File: src/rtl/sgc_pkg.sv
`timescale 1ns / 1ps

package sgc_pkg;

    // default build sizes
    localparam int MAX_COLS_DEF = 1024;
    localparam int MAX_ROWS_DEF = 4096;

    // fixed field widths
    localparam int SAMPLE_BITS = 16;
    localparam int GRAD_BITS   = 20;
    localparam int SCALE_SHIFT = 12;
    localparam int COL_CNT_W   = 11;
    localparam int ROW_CNT_W   = 13;
    localparam int SCALE_W     = 16;
    localparam int CFG_IDX_W   = 2;
    localparam int CFG_DATA_W  = 16;

    // configuration register indexes
    localparam logic [CFG_IDX_W-1:0] CFG_COL_COUNT  = 2'd0;
    localparam logic [CFG_IDX_W-1:0] CFG_ROW_COUNT  = 2'd1;
    localparam logic [CFG_IDX_W-1:0] CFG_GRAD_SCALE = 2'd2;

    // configuration reset values
    localparam logic [COL_CNT_W-1:0] COL_COUNT_RST  = 11'd256;
    localparam logic [ROW_CNT_W-1:0] ROW_COUNT_RST  = 13'd256;
    localparam logic [SCALE_W-1:0]   GRAD_SCALE_RST = 16'd512;

    // input action codes
    localparam logic ACT_PIXEL = 1'b0;
    localparam logic ACT_FLUSH = 1'b1;

    // entries in the queue between front and back
    localparam int QUEUE_DEPTH = 4;

    // input word
    typedef struct packed {
        logic                          action;
        logic signed [SAMPLE_BITS-1:0] sample;
    } t_in_word;

    // output word
    typedef struct packed {
        logic signed [GRAD_BITS-1:0] grad_x;
        logic signed [GRAD_BITS-1:0] grad_y;
        logic                        last_of_frame;
    } t_out_word;

    // one column of the 3x3 window
    typedef struct packed {
        logic signed [SAMPLE_BITS-1:0] top;
        logic signed [SAMPLE_BITS-1:0] mid;
        logic signed [SAMPLE_BITS-1:0] bot;
    } t_win_col;

    // per-visit control handed from front to back
    typedef struct packed {
        logic upd;        // shift a new column into the window
        logic wr;         // write the line stores
        logic virt;       // row below the frame, bottom repeats middle
        logic top_mid;    // first real row, top repeats middle
        logic emit;       // this visit yields a result
        logic right_pre;  // right-edge pixel, taken before the shift
        logic left_new;   // left column is the newest window column
        logic last;       // result is the frame's final pixel
    } t_op_ctl;

endpackage

File: src/rtl/sgc_front.sv
`timescale 1ns / 1ps

module sgc_front import sgc_pkg::*; #(
    parameter int MAX_COLS = MAX_COLS_DEF,
    parameter int MAX_ROWS = MAX_ROWS_DEF
) (
    input  logic                          i_clk,
    input  logic                          i_rst_n,
    input  logic [COL_CNT_W-1:0]          i_col_count,
    input  logic [ROW_CNT_W-1:0]          i_row_count,
    input  logic                          i_restart,
    input  logic                          i_in_valid,
    input  t_in_word                      i_in_word,
    output logic                          o_in_stall,
    input  logic                          i_q_full,
    output logic                          o_push,
    output t_op_ctl                       o_ctl,
    output logic [$clog2(MAX_COLS)-1:0]   o_col,
    output logic signed [SAMPLE_BITS-1:0] o_sample
);

    localparam int COL_W = $clog2(MAX_COLS);
    localparam int ROW_W = $clog2(MAX_ROWS + 2);

    logic [COL_W-1:0] r_col, n_col, v_col;
    logic [ROW_W-1:0] r_row, n_row, v_row;
    logic             r_pend, n_pend;

    logic [31:0]      col_req, row_req;
    logic [COL_W-1:0] cols_m1;
    logic [ROW_W-1:0] rows, rows_p1;

    logic             at_edge, at_norm, virt;
    t_op_ctl          ctl;
    logic             in_stall, accept, take_pix, take_flush, second, go;

    // frame size in use, clamped to the build limits, zero taken as one
    always_comb begin
        col_req = 32'(i_col_count);
        row_req = 32'(i_row_count);
        if (col_req == 32'd0) begin
            cols_m1 = '0;
        end else if (col_req > 32'(MAX_COLS)) begin
            cols_m1 = COL_W'(MAX_COLS - 1);
        end else begin
            cols_m1 = COL_W'(col_req - 32'd1);
        end
        if (row_req == 32'd0) begin
            rows = ROW_W'(1);
        end else if (row_req > 32'(MAX_ROWS)) begin
            rows = ROW_W'(MAX_ROWS);
        end else begin
            rows = ROW_W'(row_req);
        end
        rows_p1 = rows + ROW_W'(1);
    end

    // classify the visit at the current position
    always_comb begin
        at_edge       = (r_col == '0) && (r_row >= ROW_W'(2));
        at_norm       = (r_col != '0) && (r_row != '0);
        virt          = r_pend || (i_in_word.action == ACT_FLUSH);
        ctl.upd       = (r_row <= rows);
        ctl.virt      = virt;
        ctl.wr        = (r_row <= rows) && !virt;
        ctl.top_mid   = (r_row == ROW_W'(1));
        ctl.emit      = at_edge || at_norm;
        ctl.right_pre = at_edge;
        ctl.left_new  = at_edge ? (cols_m1 == '0) : (r_col == COL_W'(1));
        ctl.last      = at_edge && (r_row == rows_p1);
        if (r_row >= rows_p1) begin
            v_col = '0;
            v_row = '0;
        end else if (r_col != cols_m1) begin
            v_col = r_col + COL_W'(1);
            v_row = r_row;
        end else begin
            v_col = '0;
            v_row = r_row + ROW_W'(1);
        end
    end

    // input handshake; a flush that yields nothing is followed by a second visit
    always_comb begin
        in_stall   = r_pend || i_q_full;
        accept     = i_in_valid && !in_stall;
        take_pix   = accept && (i_in_word.action == ACT_PIXEL) && (r_row < rows);
        take_flush = accept && (i_in_word.action == ACT_FLUSH) && (r_row >= rows);
        second     = r_pend && !i_q_full;
        go         = take_pix || take_flush || second;
    end

    // next position and pending flag
    always_comb begin
        if (i_restart) begin
            n_col  = '0;
            n_row  = '0;
            n_pend = 1'b0;
        end else begin
            n_col  = go ? v_col : r_col;
            n_row  = go ? v_row : r_row;
            if (second) begin
                n_pend = 1'b0;
            end else if (take_flush && !ctl.emit) begin
                n_pend = 1'b1;
            end else begin
                n_pend = r_pend;
            end
        end
    end

    always_ff @(posedge i_clk) begin
        if (!i_rst_n) begin
            r_col  <= '0;
            r_row  <= '0;
            r_pend <= 1'b0;
        end else begin
            r_col  <= n_col;
            r_row  <= n_row;
            r_pend <= n_pend;
        end
    end

    assign o_in_stall = in_stall;
    assign o_push     = go;
    assign o_ctl      = ctl;
    assign o_col      = r_col;
    assign o_sample   = i_in_word.sample;

    // the second visit of a flush always gives a result
    a_second_emits: assert property (@(posedge i_clk) disable iff (!i_rst_n)
        r_pend |-> ctl.emit)
        else $error("second flush visit without a result");

    // a second visit always lies below the frame, never inside it
    a_pend_position: assert property (@(posedge i_clk) disable iff (!i_rst_n)
        r_pend |-> (r_row >= rows))
        else $error("pending flush visit inside the frame");

endmodule

File: config.mk
export PLATFORM = sky130hd
export DESIGN_NAME = sgc_front
export DESIGN_NICKNAME = d
export VERILOG_FILES = /design/src/rtl/sgc_pkg.sv /design/src/rtl/sgc_front.sv
export SDC_FILE = /design/constraint.sdc
export NUM_CORES = 1
export LEC_CHECK = 0
export ABC_AREA = 1
export BUFFER_PORTS_ARGS = -buffer_cell sky130_fd_sc_hd__buf_4
export CORE_MARGIN = 5
export CORE_UTILIZATION = 35
export CTS_CLUSTER_SIZE = 16
export DETAILED_ROUTE_END_ITERATION = 16
export SLEW_MARGIN = 20
export SYNTH_ARGS = -nofsm -noshare
export SYNTH_HDL_FRONTEND = slang
export SYNTH_SLANG_ARGS = --single-unit
export TNS_END_PERCENT = 10
File: constraint.sdc
create_clock -name i_clk -period 4.9 [get_ports i_clk]
set_input_delay 0 -clock i_clk [delete_from_list [all_inputs] [get_ports i_clk]]
set_output_delay 0 -clock i_clk [all_outputs]
set_load 0.05 [all_outputs]
==> flow_metrics.tcl <==
set metrics [dict create \
    status "finished clean" \
    drv_slew 0 \
    synth-seq-cells 24 \
    grt_max_degree 21 \
    rows 34 \
    synth_edf_count 0 \
    postPlaceCellArea_um2 3490 \
    ctsResizeCount 0 \
    post_cts_buffers 0 \
    viasPerCell 5.06 \
    drtPass1Iterations 6 \
    rsz0062_at_grt "no" \
    tns_ns 0 \
    hp-class "primary input to output pin" \
    max_slew_margin_pct 54.3 \
    netlist_instances 512 \
    antenna_found_initial 0 \
    syn_area_um2 3190 \
    ant_nets 0 \
    drc_errors 0 \
    initial_utilization_pct 36.2 \
    die-area_um2 11100 \
    gp_congestion 0.943 \
    htreeDepth 1 \
    pin_count 82 \
    final_layout_size_suffix_gt1_share_pct 14.1 \
    period_share_pct 81.5 \
    cts_tree "yes" \
    leakagePower_uw 0.00164 \
    ys_async_sr_fraction_pct 0 \
    cp-end-kind "flip-flop" \
    drt_iter0_drc 229 \
    wl_per_cell_um 13.4 \
    syn_avg_cell_area_um2 6.23 \
    seq_area_um2 480 \
    num_vias 3275 \
    synth_cell_types 37 \
    synthFlopType "dfxtp_1" \
    startpoint_type "primary input" \
    fmax_ghz 0.250 \
    portBuffers 49 \
    crit_type "primary input to flip-flop" \
    arrival_ns 4.15 \
    yosysWarnings 0 \
    area_delta_synth_final_pct 11.0 \
    grt_use_total_pct 15.0 \
    fp.dieH_um 105 \
    worst_slew_pin_slew_ns 0.685 \
    dieWidth_um 105 \
    worst_skew_pair.late_latency_ns 0.26 \
    finalWirelength_mm 8.65 \
    powerDensity_nw_per_um2 128 \
    cts_buffer_depth 2 \
    nets 621 \
    core_um2 8810 \
    cts_made_buffers 3 \
    clock_skew_ns 0.00132 \
    hold_violations 0 \
    antennaDiodeCount 0 \
    multi_input_area_um2 2260 \
    hold_buffers 0 \
    cts.sinks 24 \
    grt_pass1_wl_mm 14.1 \
    maxCapViolCount 0 \
    place_hpwl_mm 7.24 \
    setup_viol 0 \
    worst_hold_slack_ns 0.0000193 \
    syn_nets 593 \
    final_core_util_pct 40.2 \
    crit_required_ns 5.06 \
    design_area_um2 3540 \
    grt_pass1_vias 2923 \
    path_max_fanout 15 \
    root_buffer "clkbuf_8" \
    ys_seq_area_share_pct 15.1 \
    power_uw 454 \
    grt_overflow 0 \
    nFillCells 931 \
    fin_crit_ns 3.99 \
    vdd_ir_drop_max_mv 0.106 \
    clkTransAtPathRegs_ns 0.08 \
]
cell families after synthesis:
logic type	Yosys count	synth area share [%]
buf+inv	90	14.0
compound gates	50	8.70
xor+xnor	26	7.13
fa+ha+maj	35	13.7
flops	24	15.1
simple gates	287	41.4
report_power, final:
group | switching (µW) | internal [µW] | total (µW)
Combinational | 77.4 | 45.9 | 123
Clock | 62.4 | 71.7 | 134
Sequential | 1.07 | 195 | 197
through the flow:
stage               setup slack (ns)  std cells
floorplan                       1.58        512
global placement               0.801        643
detailed placement             0.635        643
CTS                            0.903        647
global route                   0.481        647
finish                         0.907        647
placed cells by master (no fill, tap or decap), types with 2 or more instances in the layout:
master,instances
nand3_2,3
xor2_1,25
nand3_1,51
nand2_2,8
inv_1,64
o21ai_0,13
ha_1,35
nand4_1,13
nor3b_1,4
nand2_1,112
dfxtp_1,24
a21oi_2,2
buf_4,49
clkbuf_8,4
a21oi_1,28
nor3_1,15
nor4_1,5
nor2_4,2
nor2_1,64
nand2_4,3
nor2_2,2
sequential cells by signal (all words and copies together) (netlist names):
name and cells:
o_col 10, r_pend 1, r_row 13
cell type report:
class / instances / share of cell area (%)
multi-input cells: 398 / 63.9
flip-flops and latches: 24 / 13.6
repair buffers: 49 / 10.4
inverters: 64 / 6.78
well taps: 108 / 3.81
clock buffers: 4 / 1.55
metal layers:
metal	wire, µm	global-route usage, %
met3	546	1.89
met4	96	3.05
met5	0	0
met2	3690	22.6
met1	4320	22.8
synth_stat cells, types with 2 or more instances:
library cell	n	area, µm²
nand2_1	112	420
inv_1	64	240
nor2_1	64	240
nand3_1	51	255
ha_1	35	438
a21oi_1	28	140
xor2_1	25	219
dfxtp_1	24	480
buf_4	20	150
nor3_1	15	75.1
nand4_1	13	81.3
o21ai_0	13	65.1
nand2_2	8	50.1
nor4_1	5	31.3
nor3b_1	4	30.0
buf_6	3	33.8
nand2_4	3	33.8
nand3_2	3	30.0
a21oi_2	2	17.5
nor2_2	2	12.5
nor2_4	2	22.5
worst max-delay path, stage by stage:
cell      delay, ns
buf_4          0.12
nor4_1         0.27
nand2_1        0.11
nand2_2        0.16
inv_1          0.14
nor2_1         0.15
ha_1           0.21
nand4_1        0.15
nor2_1         0.21
nand4_1        0.14
or2_2          0.31
o21ai_0        0.17
inv_1          0.06
ha_1           0.28
nand2_1        0.07
inv_1          0.05
nand3_1        0.08
nor2_1         0.16
nand2_1        0.09
o211ai_1       0.10
nor2_1         0.06
nand2_1        0.30
inv_1          0.18
nand2_4        0.18
nand2_4        0.13
nand2_2        0.20
nor2_1         0.07
worst paths after layout:
check	startpoint	endpoint	slack, ns	cells after the start
hold reg to reg	r_pend$_SDFFE_PP0P_	r_pend$_SDFFE_PP0P_	0.54	2
setup reg to reg	r_row[0]$_SDFFE_PP0P_	o_col[0]$_SDFFE_PP0P_	1.87	11
setup / recovery	i_row_count[8]	o_col[9]$_SDFFE_PP0P_	0.91	27
hold / removal	i_in_word[9]	o_sample[9]	0.00002	0
No activity file was read; power rests on OpenSTA's default activity.
