File: src/rtl/sgc_pkg.sv
`timescale 1ns / 1ps

package sgc_pkg;

    // default build sizes
    localparam int MAX_COLS_DEF = 1024;
    localparam int MAX_ROWS_DEF = 4096;

    // fixed field widths
    localparam int SAMPLE_BITS = 16;
    localparam int GRAD_BITS   = 20;
    localparam int SCALE_SHIFT = 12;
    localparam int COL_CNT_W   = 11;
    localparam int ROW_CNT_W   = 13;
    localparam int SCALE_W     = 16;
    localparam int CFG_IDX_W   = 2;
    localparam int CFG_DATA_W  = 16;

    // configuration register indexes
    localparam logic [CFG_IDX_W-1:0] CFG_COL_COUNT  = 2'd0;
    localparam logic [CFG_IDX_W-1:0] CFG_ROW_COUNT  = 2'd1;
    localparam logic [CFG_IDX_W-1:0] CFG_GRAD_SCALE = 2'd2;

    // configuration reset values
    localparam logic [COL_CNT_W-1:0] COL_COUNT_RST  = 11'd256;
    localparam logic [ROW_CNT_W-1:0] ROW_COUNT_RST  = 13'd256;
    localparam logic [SCALE_W-1:0]   GRAD_SCALE_RST = 16'd512;

    // input action codes
    localparam logic ACT_PIXEL = 1'b0;
    localparam logic ACT_FLUSH = 1'b1;

    // entries in the queue between front and back
    localparam int QUEUE_DEPTH = 4;

    // input word
    typedef struct packed {
        logic                          action;
        logic signed [SAMPLE_BITS-1:0] sample;
    } t_in_word;

    // output word
    typedef struct packed {
        logic signed [GRAD_BITS-1:0] grad_x;
        logic signed [GRAD_BITS-1:0] grad_y;
        logic                        last_of_frame;
    } t_out_word;

    // one column of the 3x3 window
    typedef struct packed {
        logic signed [SAMPLE_BITS-1:0] top;
        logic signed [SAMPLE_BITS-1:0] mid;
        logic signed [SAMPLE_BITS-1:0] bot;
    } t_win_col;

    // per-visit control handed from front to back
    typedef struct packed {
        logic upd;        // shift a new column into the window
        logic wr;         // write the line stores
        logic virt;       // row below the frame, bottom repeats middle
        logic top_mid;    // first real row, top repeats middle
        logic emit;       // this visit yields a result
        logic right_pre;  // right-edge pixel, taken before the shift
        logic left_new;   // left column is the newest window column
        logic last;       // result is the frame's final pixel
    } t_op_ctl;

endpackage

File: src/rtl/sgc_queue.sv
`timescale 1ns / 1ps

module sgc_queue import sgc_pkg::*; #(
    parameter int COL_W = $clog2(MAX_COLS_DEF)
) (
    input  logic                          i_clk,
    input  logic                          i_rst_n,
    input  logic                          i_push,
    input  t_op_ctl                       i_ctl,
    input  logic [COL_W-1:0]              i_col,
    input  logic signed [SAMPLE_BITS-1:0] i_sample,
    output logic                          o_full,
    input  logic                          i_pop,
    output logic                          o_valid,
    output t_op_ctl                       o_ctl,
    output logic [COL_W-1:0]              o_col,
    output logic signed [SAMPLE_BITS-1:0] o_sample
);

    localparam int PTR_W = $clog2(QUEUE_DEPTH);
    localparam int CNT_W = $clog2(QUEUE_DEPTH + 1);

    t_op_ctl                       r_ctl    [QUEUE_DEPTH];
    logic [COL_W-1:0]              r_col    [QUEUE_DEPTH];
    logic signed [SAMPLE_BITS-1:0] r_sample [QUEUE_DEPTH];
    logic [PTR_W-1:0]              r_wr_ptr, r_rd_ptr;
    logic [CNT_W-1:0]              r_count;
    logic                          do_pop;

    assign do_pop = i_pop && (r_count != '0);

    // pointers and fill count
    always_ff @(posedge i_clk) begin
        if (!i_rst_n) begin
            r_wr_ptr <= '0;
            r_rd_ptr <= '0;
            r_count  <= '0;
        end else begin
            if (i_push) begin
                r_wr_ptr <= (r_wr_ptr == PTR_W'(QUEUE_DEPTH - 1)) ? '0 : r_wr_ptr + PTR_W'(1);
            end
            if (do_pop) begin
                r_rd_ptr <= (r_rd_ptr == PTR_W'(QUEUE_DEPTH - 1)) ? '0 : r_rd_ptr + PTR_W'(1);
            end
            if (i_push && !do_pop) begin
                r_count <= r_count + CNT_W'(1);
            end else if (!i_push && do_pop) begin
                r_count <= r_count - CNT_W'(1);
            end
        end
    end

    // entry storage
    always_ff @(posedge i_clk) begin
        if (i_push) begin
            r_ctl[r_wr_ptr]    <= i_ctl;
            r_col[r_wr_ptr]    <= i_col;
            r_sample[r_wr_ptr] <= i_sample;
        end
    end

    assign o_full   = (r_count == CNT_W'(QUEUE_DEPTH));
    assign o_valid  = (r_count != '0);
    assign o_ctl    = r_ctl[r_rd_ptr];
    assign o_col    = r_col[r_rd_ptr];
    assign o_sample = r_sample[r_rd_ptr];

    // the front only pushes when there is room
    a_no_overflow: assert property (@(posedge i_clk) disable iff (!i_rst_n)
        i_push |-> !o_full)
        else $error("push into a full queue");

    // fill count stays within the depth
    a_count_range: assert property (@(posedge i_clk) disable iff (!i_rst_n)
        r_count <= CNT_W'(QUEUE_DEPTH))
        else $error("queue count beyond depth");

endmodule

File: config.mk
export PLATFORM = sky130hd
export DESIGN_NAME = sgc_queue
export DESIGN_NICKNAME = d
export VERILOG_FILES = /design/src/rtl/sgc_pkg.sv /design/src/rtl/sgc_queue.sv
export SDC_FILE = /design/constraint.sdc
export NUM_CORES = 1
export LEC_CHECK = 0
export BUFFER_PORTS_ARGS = -buffer_cell sky130_fd_sc_hd__buf_4
export CAP_MARGIN = 20
export CELL_PAD_IN_SITES_DETAIL_PLACEMENT = 0
export CELL_PAD_IN_SITES_GLOBAL_PLACEMENT = 2
export CORE_MARGIN = 2
export CORE_UTILIZATION = 35
export DETAILED_ROUTE_END_ITERATION = 12
export GPL_ROUTABILITY_DRIVEN = 0
export GPL_TIMING_DRIVEN = 1
export PLACE_DENSITY_LB_ADDON = 0.1
export SLEW_MARGIN = 15
export SYNTH_ARGS = -nofsm -noshare
export SYNTH_HDL_FRONTEND = slang
export SYNTH_SLANG_ARGS = --single-unit
export TNS_END_PERCENT = 1
File: constraint.sdc
create_clock -name i_clk -period 2.45 [get_ports i_clk]
set_input_delay 0.245 -clock i_clk [delete_from_list [all_inputs] [get_ports i_clk]]
set_output_delay 0.245 -clock i_clk [all_outputs]
set_load 0.02 [all_outputs]
==> impl_metrics.env, run 1 <==
export IMPL_finalNetCount=361
export IMPL_fin_tns_setup_ns=0
export IMPL_period_share_pct=89.7
export IMPL_crit_path_top_delay_cell="mux4_1"
export IMPL_p_total_mw=6.84
export IMPL_cp_end_kind="primary output"
export IMPL_synth_cell_area_sq_um=5410
export IMPL_path_buf_inv=2
export IMPL_synthFlopType="edfxtp_1"
export IMPL_wl_per_cell_um=18.9
export IMPL_clock_path_buffers=2
export IMPL_grt_max_degree=30
export IMPL_worstPathArrival_ns=1.95
export IMPL_grt_overflow=0
export IMPL_cts_tree="yes"
export IMPL_period_needed_ns=2.20
export IMPL_antenna_found_initial=0
export IMPL_worstMarginPinSlew_ns=0.457
export IMPL_crit_required_ns=2.20
export IMPL_viasPerCell=4.73
export IMPL_cts_hold_buffers=0
export IMPL_comb_power_share_pct=22.5
export IMPL_post_cts_buffers=0
export IMPL_initial_core_util_pct=35.7
export IMPL_die_area_sq_um=16500
export IMPL_clock_latency_ns=0.41
export IMPL_synth_edf_count=136
export IMPL_n_antenna_cell=0
export IMPL_final_cell_mix="edfxtp_1, buf_4, mux4_2"
export IMPL_p_leak_nw=2.31
export IMPL_whs_ns=0.0321
export IMPL_power_share_sequential_pct=43.2
export IMPL_hp_class="input port to register"
export IMPL_core_area_sq_um=15100
export IMPL_setup_violations=0
export IMPL_first_pass_iters=4
export IMPL_clock_skew_final_ns=0.00534
export IMPL_cp_start_kind="register"
export IMPL_num_io_pins=74
export IMPL_portBuffers=73
export IMPL_worstSetupPathType="register to primary output"
export IMPL_maxCapViolations=0
export IMPL_grt_usage_pct=12.9
export IMPL_synth_area_per_cell_sq_um=24.2
export IMPL_netlist_instances=224
export IMPL_synth_async_sr_flop_share_pct=0
export IMPL_ys_types=24
export IMPL_dp_hpwl_um=5780
export IMPL_clkTransAtPathRegs_ns=0.06
export IMPL_clock_sinks=145
export IMPL_critPathTopFamily="multiplexers"
export IMPL_cts_resized=0
export IMPL_ant_nets=0
export IMPL_p_int_mw=5.03
export IMPL_cts_made_buffers=17
export IMPL_power_net_switching_mw=1.82
export IMPL_final_common_cell="edfxtp_1"
export IMPL_fp_row_count=45
export IMPL_syn_nets=269
export IMPL_htreeDepth=4
export IMPL_syn_to_final_growth_pct=25.3
export IMPL_ys_ff_latch=145
export IMPL_fmax_ghz=0.455
export IMPL_dr_first_iter_drc_count=89
export IMPL_timing_final_ws_setup_ns=0.253
export IMPL_layout_drive_gt1_share_pct=44.4
export IMPL_cts_root_buf="clkbuf_16"
export IMPL_utilization_pct=44.8
export IMPL_peakVddDrop_mv=0.472
export IMPL_ys_warnings_count=0
export IMPL_p_sw_share_pct=26.5
export IMPL_grt_pass1_wl_um=15100
export IMPL_first_global_vias=2750
export IMPL_path_cells="buf_12 -> mux4_1 -> buf_4"
export IMPL_place_ws_ns=0.334
export IMPL_yosysSeqAreaShare_pct=78.8
export IMPL_relSlewSlack_pct=69.5
export IMPL_slowest_delay_ns=0.60
export IMPL_hold_viol=0
export IMPL_slew_violations=0
export IMPL_die_h_um=128
export IMPL_die_width_um=128
export IMPL_totalWireLength_um=9750
export IMPL_drc_errors=0
export IMPL_power_density_nw_per_um2=1010
export IMPL_outcome="finished clean"
export IMPL_critPathMaxFanout=29
export IMPL_rsz0062_at_grt="no"
export IMPL_p_clk_share_pct=34.3
export IMPL_num_vias=2443
[stage by stage]
stage,cell area (sq um),cells
global placement,6240,485
global route,6780,517
CTS,6780,517
finish,6780,517
detailed placement,6240,485
floorplan,5410,224
[Yosys cell counts (all sizes together) (2+ instances only)]
master,instances,share of area [%]
mux4,34,14
mux2i,3,0.55
edfxtp,136,75
and2,5,0.58
inv,3,0.21
nor2,2,0.14
nor2b,3,0.35
ha,6,1.4
o21ai,3,0.28
nand2,2,0.14
or3,2,0.23
buf,7,1.6
dfxtp,9,3.3
nand3,2,0.18
[logic make-up (layout without fill, tap and decap cells)]
kind of cell	Yosys count	count (layout)	share of synthesized area [%]
compound gates	5	5	0.555
xor+xnor	2	2	0.324
fa+ha+maj	7	7	1.76
buf+inv	11	116	1.87
flops	145	145	78.8
mux	37	37	15.0
simple gates	17	17	1.76
[sequential cells by signal, summed over array words and instances, names as in the netlist, named ones only]
name,cells
r_count,3
r_col,40
r_sample,64
r_ctl,32
r_wr_ptr,2
r_rd_ptr,2
[final timing paths]
| kind | endpoint | slack [ns] | from | cells past startpoint |
|---|---|---|---|---|
| worst max-delay path | o_ctl[7] | 0.25 | register | 3 |
| worst min-delay path | r_col[2][4] | 0.03 | i_col[4] | 1 |
| worst max register to register | r_count[2] | 0.35 | r_count[0] | 7 |
| worst min register to register | register | 0.52 | r_rd_ptr[1] | 2 |
[area by class of cell]
cell class | instances | area, sq um
multi-input cells | 68 | 1050
well taps | 188 | 235
fillers | 1307 | 8360
flip-flops and latches | 145 | 4270
repair buffers | 81 | 671
clock buffers | 18 | 429
inverters | 3 | 11.3
clock inverters | 14 | 116
[per-layer routing]
layer / wire length, um / GRT usage [%]
met2: 4890 / 21.2
met4: 126 / 5.43
met5: 0 / 0
met3: 376 / 4.32
met1: 4360 / 15.8
[worst register-to-register path, cell delays in order (launching register included)]
cell	delay, ns
dfxtp_1	0.36
o31ai_1	0.34
ha_1	0.25
inv_1	0.06
fa_1	0.37
xor2_1	0.17
or3_1	0.30
a21boi_0	0.17
[power by group through the flow]
stage          Sequential (mW)  Combinational (mW)  Clock (mW)
6_report                  2.96                1.54        2.35
5_1_grt                   2.98                1.67        2.51
4_1_cts                   2.96                1.59        2.41
3_5_place_dp              3.01                1.58           0
3_3_place_gp              3.01                1.58           0
2_1_floorplan             2.95                1.09           0
(Power assumes the default switching activity.)
==> run 2, diff against run 1 <==
CTS_BUF_LIST = sky130_fd_sc_hd__clkbuf_4 sky130_fd_sc_hd__clkbuf_8 sky130_fd_sc_hd__clkbuf_16   (was not set)
==> run 2 against run 1 <==
Total power grew 0.15%. Critical path type unchanged. Largest power group unchanged. Combinational power is essentially flat. Count of clock-buffer cells in the layout is the same. Critical endpoint unchanged.
==> impl_metrics.env, run 2 (same netlist as run 1, synthesis figures left out) <==
export IMPL_clock_path_buffers=2
export IMPL_period_needed_ns=2.19
export IMPL_dr_first_iter_drc_count=108
export IMPL_num_io_pins=74
export IMPL_clock_skew_final_ns=0.00408
export IMPL_htreeDepth=4
export IMPL_portBuffers=73
export IMPL_first_global_vias=2759
export IMPL_first_pass_iters=4
export IMPL_wl_per_cell_um=18.8
export IMPL_place_inst=485
export IMPL_antenna_found_initial=0
export IMPL_setup_violations=0
export IMPL_hp_class="input port to register"
export IMPL_die_area_sq_um=16500
export IMPL_cp_end_kind="primary output"
export IMPL_cts_tree="yes"
export IMPL_totalWireLength_um=9730
export IMPL_top_register="r_sample"
export IMPL_critPathTopFamily="multiplexers"
export IMPL_fin_cells=517
export IMPL_grt_pass1_wl_um=15200
export IMPL_die_h_um=128
export IMPL_final_common_cell="edfxtp_1"
export IMPL_path_buf_inv=2
export IMPL_critPathMaxFanout=29
export IMPL_top_usage_layer="met2"
export IMPL_worstMarginPinSlew_ns=0.462
export IMPL_rsz0062_at_grt="no"
export IMPL_whs_ns=0.0340
export IMPL_maxCapViolations=0
export IMPL_clock_sinks=145
export IMPL_use_met3_pct=4.20
export IMPL_cts_resized=0
export IMPL_crit_path_top_delay_cell="mux4_1"
export IMPL_cts_root_buf="clkbuf_16"
export IMPL_peakVddDrop_mv=0.471
export IMPL_n_antenna_cell=0
export IMPL_cts_hold_buffers=0
export IMPL_largest_reg_flops=64
export IMPL_grt_use_met2_pct=21.3
export IMPL_fmax_ghz=0.456
export IMPL_relSlewSlack_pct=69.2
export IMPL_period_share_pct=89.5
export IMPL_cts_made_buffers=17
export IMPL_hold_viol=0
export IMPL_grt_overflow=0
export IMPL_gr_usage_met1_pct=15.8
export IMPL_die_width_um=128
export IMPL_worstSetupPathType="register to primary output"
export IMPL_path_cells="buf_12 -> mux4_1 -> buf_4"
export IMPL_p_leak_nw=2.32
export IMPL_grt_max_degree=30
export IMPL_worstPathArrival_ns=1.95
export IMPL_rrSetupSlack_ns=0.35
export IMPL_fp_row_count=45
export IMPL_initial_core_util_pct=35.7
export IMPL_num_vias=2453
export IMPL_core_area_sq_um=15100
export IMPL_dp_hpwl_um=5780
export IMPL_final_cell_mix="edfxtp_1, buf_4, mux4_2"
export IMPL_fin_tns_setup_ns=0
export IMPL_reg_largest_list="r_sample: 64 flops, r_col: 40 flops, r_ctl: 32 flops"
export IMPL_finalNetCount=361
export IMPL_layout_drive_gt1_share_pct=44.7
export IMPL_clkTransAtPathRegs_ns=0.06
export IMPL_slew_violations=0
export IMPL_clock_latency_ns=0.41
export IMPL_outcome="finished clean"
export IMPL_drc_errors=0
export IMPL_ant_nets=0
export IMPL_crit_required_ns=2.20
export IMPL_grt_usage_pct=13.0
export IMPL_slowest_delay_ns=0.60
export IMPL_post_cts_buffers=0
export IMPL_syn_to_final_growth_pct=25.4
export IMPL_power_density_nw_per_um2=1010
export IMPL_cp_start_kind="register"
export IMPL_viasPerCell=4.74
[run 2: cell type report]
cell class              instances  area, sq um
fillers                      1308         8360
flip-flops and latches        145         4270
multi-input cells              68         1050
repair buffers                 81          671
clock buffers                  18          433
well taps                     188          235
clock inverters                14          116
inverters                       3         11.3
[run 2: worst reg2reg max path, stage by stage (launching register included)]
cell and delay, ns:
dfxtp_1 0.36, o31ai_1 0.34, ha_1 0.25, inv_1 0.06, fa_1 0.37, xor2_1 0.17
or3_1 0.30, a21boi_0 0.17
[run 2: layer usage]
layer  share of wire [%]  routed length [um]
met1                  44                4300
met2                  50                4890
met3                 4.1                 403
met4                 1.5                 145
met5                   0                   0
[run 2: path summary, 6_finish.rpt]
kind                                    end  cells past startpoint        start
worst max register to register   r_count[2]                      7   r_count[0]
worst min-delay path            r_col[2][4]                      1     i_col[4]
worst min register to register     register                      2  r_rd_ptr[1]
worst max-delay path               o_ctl[7]                      3     register
[run 2: power by group]
part           internal, mW  switching (mW)
clock network          1.40           0.960
registers              2.86          0.0969
logic                 0.780           0.757
[run 2: per-stage QoR]
step / cell area [sq um] / power (mW) / worst slack, ns / util [%]
6_report: 6790 / 6.85 / 0.258 / 44.8
5_1_grt: 6790 / 7.17 / 0.122 / 44.8
4_1_cts: 6790 / 6.97 / 0.168 / 44.8
3_5_place_dp: 6240 / 4.60 / 0.334 / 41.2
3_3_place_gp: 6240 / 4.59 / 0.435 / 41.2
2_1_floorplan: 5410 / 4.05 / 0.351 / -
==> run 3, diff against run 2 <==
==> constraint.sdc (replaced) <==
create_clock -name i_clk -period 2.45 [get_ports i_clk]
set_input_delay 0.1225 -clock i_clk [delete_from_list [all_inputs] [get_ports i_clk]]
set_output_delay 0.1225 -clock i_clk [all_outputs]
set_load 0.02 [all_outputs]
==> run 3 against run 2 <==
Sequential share of layout area decreased by 3.3 points. Clock power increased by 6%. Cell count increased by 7.4%. Wire length rose by 3.0%. Utilization up 2.5 points. Sequential power about the same. Via count up 6.2%. Non-clock buffer count rose by 38. Register-to-register slack about the same. Final area is 5.6% higher. Sequential cell count unchanged.
==> impl_metrics.env, run 3 (same netlist as run 1, synthesis figures left out) <==
export IMPL_outcome="finished clean"
export IMPL_clock_skew_final_ns=0.00857
export IMPL_top_register="r_sample"
export IMPL_cts_made_buffers=17
export IMPL_wl_per_cell_um=18.1
export IMPL_hold_viol=0
export IMPL_use_met3_pct=4.53
export IMPL_gr_usage_met1_pct=14.9
export IMPL_hp_class="input port to register"
export IMPL_initial_core_util_pct=35.7
export IMPL_fin_tns_setup_ns=0
export IMPL_fmax_ghz=0.478
export IMPL_grt_pass1_wl_um=15500
export IMPL_worstMarginPinSlew_ns=0.476
export IMPL_cts_resized=0
export IMPL_layout_drive_gt1_share_pct=40.1
export IMPL_grt_max_degree=23
export IMPL_antenna_found_initial=0
export IMPL_relSlewSlack_pct=68.3
export IMPL_setup_violations=0
export IMPL_core_area_sq_um=15100
export IMPL_multi_input_area_sq_um=1050
export IMPL_power_density_nw_per_um2=984
export IMPL_cts_tree="yes"
export IMPL_htreeDepth=4
export IMPL_r2r_end="r_count[2]"
export IMPL_top_usage_layer="met2"
export IMPL_clkTransAtPathRegs_ns=0.06
export IMPL_dp_hpwl_um=5980
export IMPL_regArea_sq_um=4270
export IMPL_num_io_pins=74
export IMPL_fillers=1277
export IMPL_worstSetupPathType="register to register"
export IMPL_period_needed_ns=2.09
export IMPL_finalNetCount=399
export IMPL_cp_end_kind="register"
export IMPL_final_common_cell="edfxtp_1"
export IMPL_critPathMaxFanout=5
export IMPL_n_antenna_cell=0
export IMPL_die_area_sq_um=16500
export IMPL_r2r_start="r_count[0]"
export IMPL_totalWireLength_um=10000
export IMPL_dr_first_iter_drc_count=118
export IMPL_rsz0062_at_grt="no"
export IMPL_first_global_vias=2855
export IMPL_final_cell_mix="edfxtp_1, buf_4, dlygate4sd3_1"
export IMPL_crit_required_ns=2.79
export IMPL_hold_end="r_wr_ptr[1]"
export IMPL_place_inst=488
export IMPL_hp_start="i_push"
export IMPL_slew_violations=0
export IMPL_maxCapViolations=0
export IMPL_path_cells="o31ai_1 -> ha_1 -> inv_1 -> fa_1 -> xor2_1 -> or3_1 -> a21boi_0"
export IMPL_cts_root_buf="clkbuf_16"
export IMPL_crit_path_top_delay_cell="fa_1"
export IMPL_cts_hold_buffers=35
export IMPL_worstPathArrival_ns=2.43
export IMPL_period_share_pct=85.3
export IMPL_syn_to_final_growth_pct=32.3
export IMPL_drc_errors=0
export IMPL_grt_use_met2_pct=23.6
export IMPL_portBuffers=73
export IMPL_reg2reg_depth=7
export IMPL_reg_largest_list="r_sample: 64 flops, r_col: 40 flops, r_ctl: 32 flops"
export IMPL_peakVddDrop_mv=0.444
export IMPL_clock_sinks=145
export IMPL_post_cts_buffers=0
export IMPL_largest_reg_flops=64
export IMPL_grt_usage_pct=13.4
export IMPL_clock_latency_ns=0.41
export IMPL_first_pass_iters=4
export IMPL_cp_start_kind="register"
export IMPL_rrSetupSlack_ns=0.36
export IMPL_slowest_delay_ns=0.37
export IMPL_p_leak_nw=2.49
export IMPL_grt_overflow=0
export IMPL_num_vias=2604
export IMPL_clock_path_buffers=2
export IMPL_die_width_um=128
export IMPL_viasPerCell=4.69
export IMPL_die_h_um=128
export IMPL_fin_cells=555
export IMPL_ant_nets=0
export IMPL_min_path_cells=3
export IMPL_fp_row_count=45
## run 3: cell count changes in the layout (fill, tap and decap cells not counted)
cell | previous run | this run
clkinvlp_4 | 5 | 3
dlygate4sd3_1 | 0 | 35
clkinv_1 | 2 | 5
clkinv_4 | 1 | 0
bufinv_16 | 1 | 3
inv_6 | 2 | 0
buf_4 | 76 | 81
buf_12 | 5 | 3
## run 3: worst max-delay path by stage
stage,startpoint,depth (start not counted),end,slack [ns]
global placement,r_count[0],7,r_count[2],0.43
global route,r_count[0],7,r_count[2],0.22
floorplan,r_count[0],7,r_count[2],0.35
detailed placement,r_count[0],7,r_count[2],0.37
finish,r_count[0],7,r_count[2],0.36
CTS,register,3,o_ctl[7],0.33
## run 3: area by class of cell
class | instances | area share (%)
Sequential cell | 145 | 59.6
Multi-Input combinational cell | 68 | 14.7
Timing Repair Buffer | 119 | 14.2
Clock buffer | 18 | 6.04
Tap cell | 188 | 3.28
Clock inverter | 14 | 2.04
Inverter | 3 | 0.157
## run 3: critical path, delay by kind of cell, from the launching register on
| family | cells | cell delay, ns |
|---|---|---|
| AOI/OAI and AO/OA | 2 | 0.49 |
| adders and majority gates | 2 | 0.62 |
| DFF | 1 | 0.36 |
| and+or+nand+nor | 1 | 0.30 |
| xor gates and xnor gates | 1 | 0.17 |
| buffers and inverters | 1 | 0.07 |
## run 3: power breakdown
group | internal, mW | leakage [nW] | switching [mW]
sequential | 2.86 | 1.32 | 0.0790
combinational | 0.806 | 0.892 | 0.796
clock | 1.58 | 0.277 | 0.925
## run 3: through the flow
stage          total power [mW]  area, sq um  hold WS, ns  setup WS [ns]  utilization (%)
5_1_grt                    7.38         7160       0.0810          0.221             47.3
3_3_place_gp               4.58         6230        0.323          0.427             41.2
3_5_place_dp               4.60         6230        0.326          0.368             41.2
4_1_cts                    7.17         7160       0.0433          0.332             47.3
2_1_floorplan              4.05         5410        0.221          0.351                -
6_report                   7.05         7160       0.0622          0.360             47.3
## run 3: layer usage
metal	share of wire, %	vias to the layer above	routed length, um
li1	-	1199	-
met1	43	1333	4290
met2	52	61	5230
met3	3.8	11	376
met4	1.2	0	125
met5	0	-	0
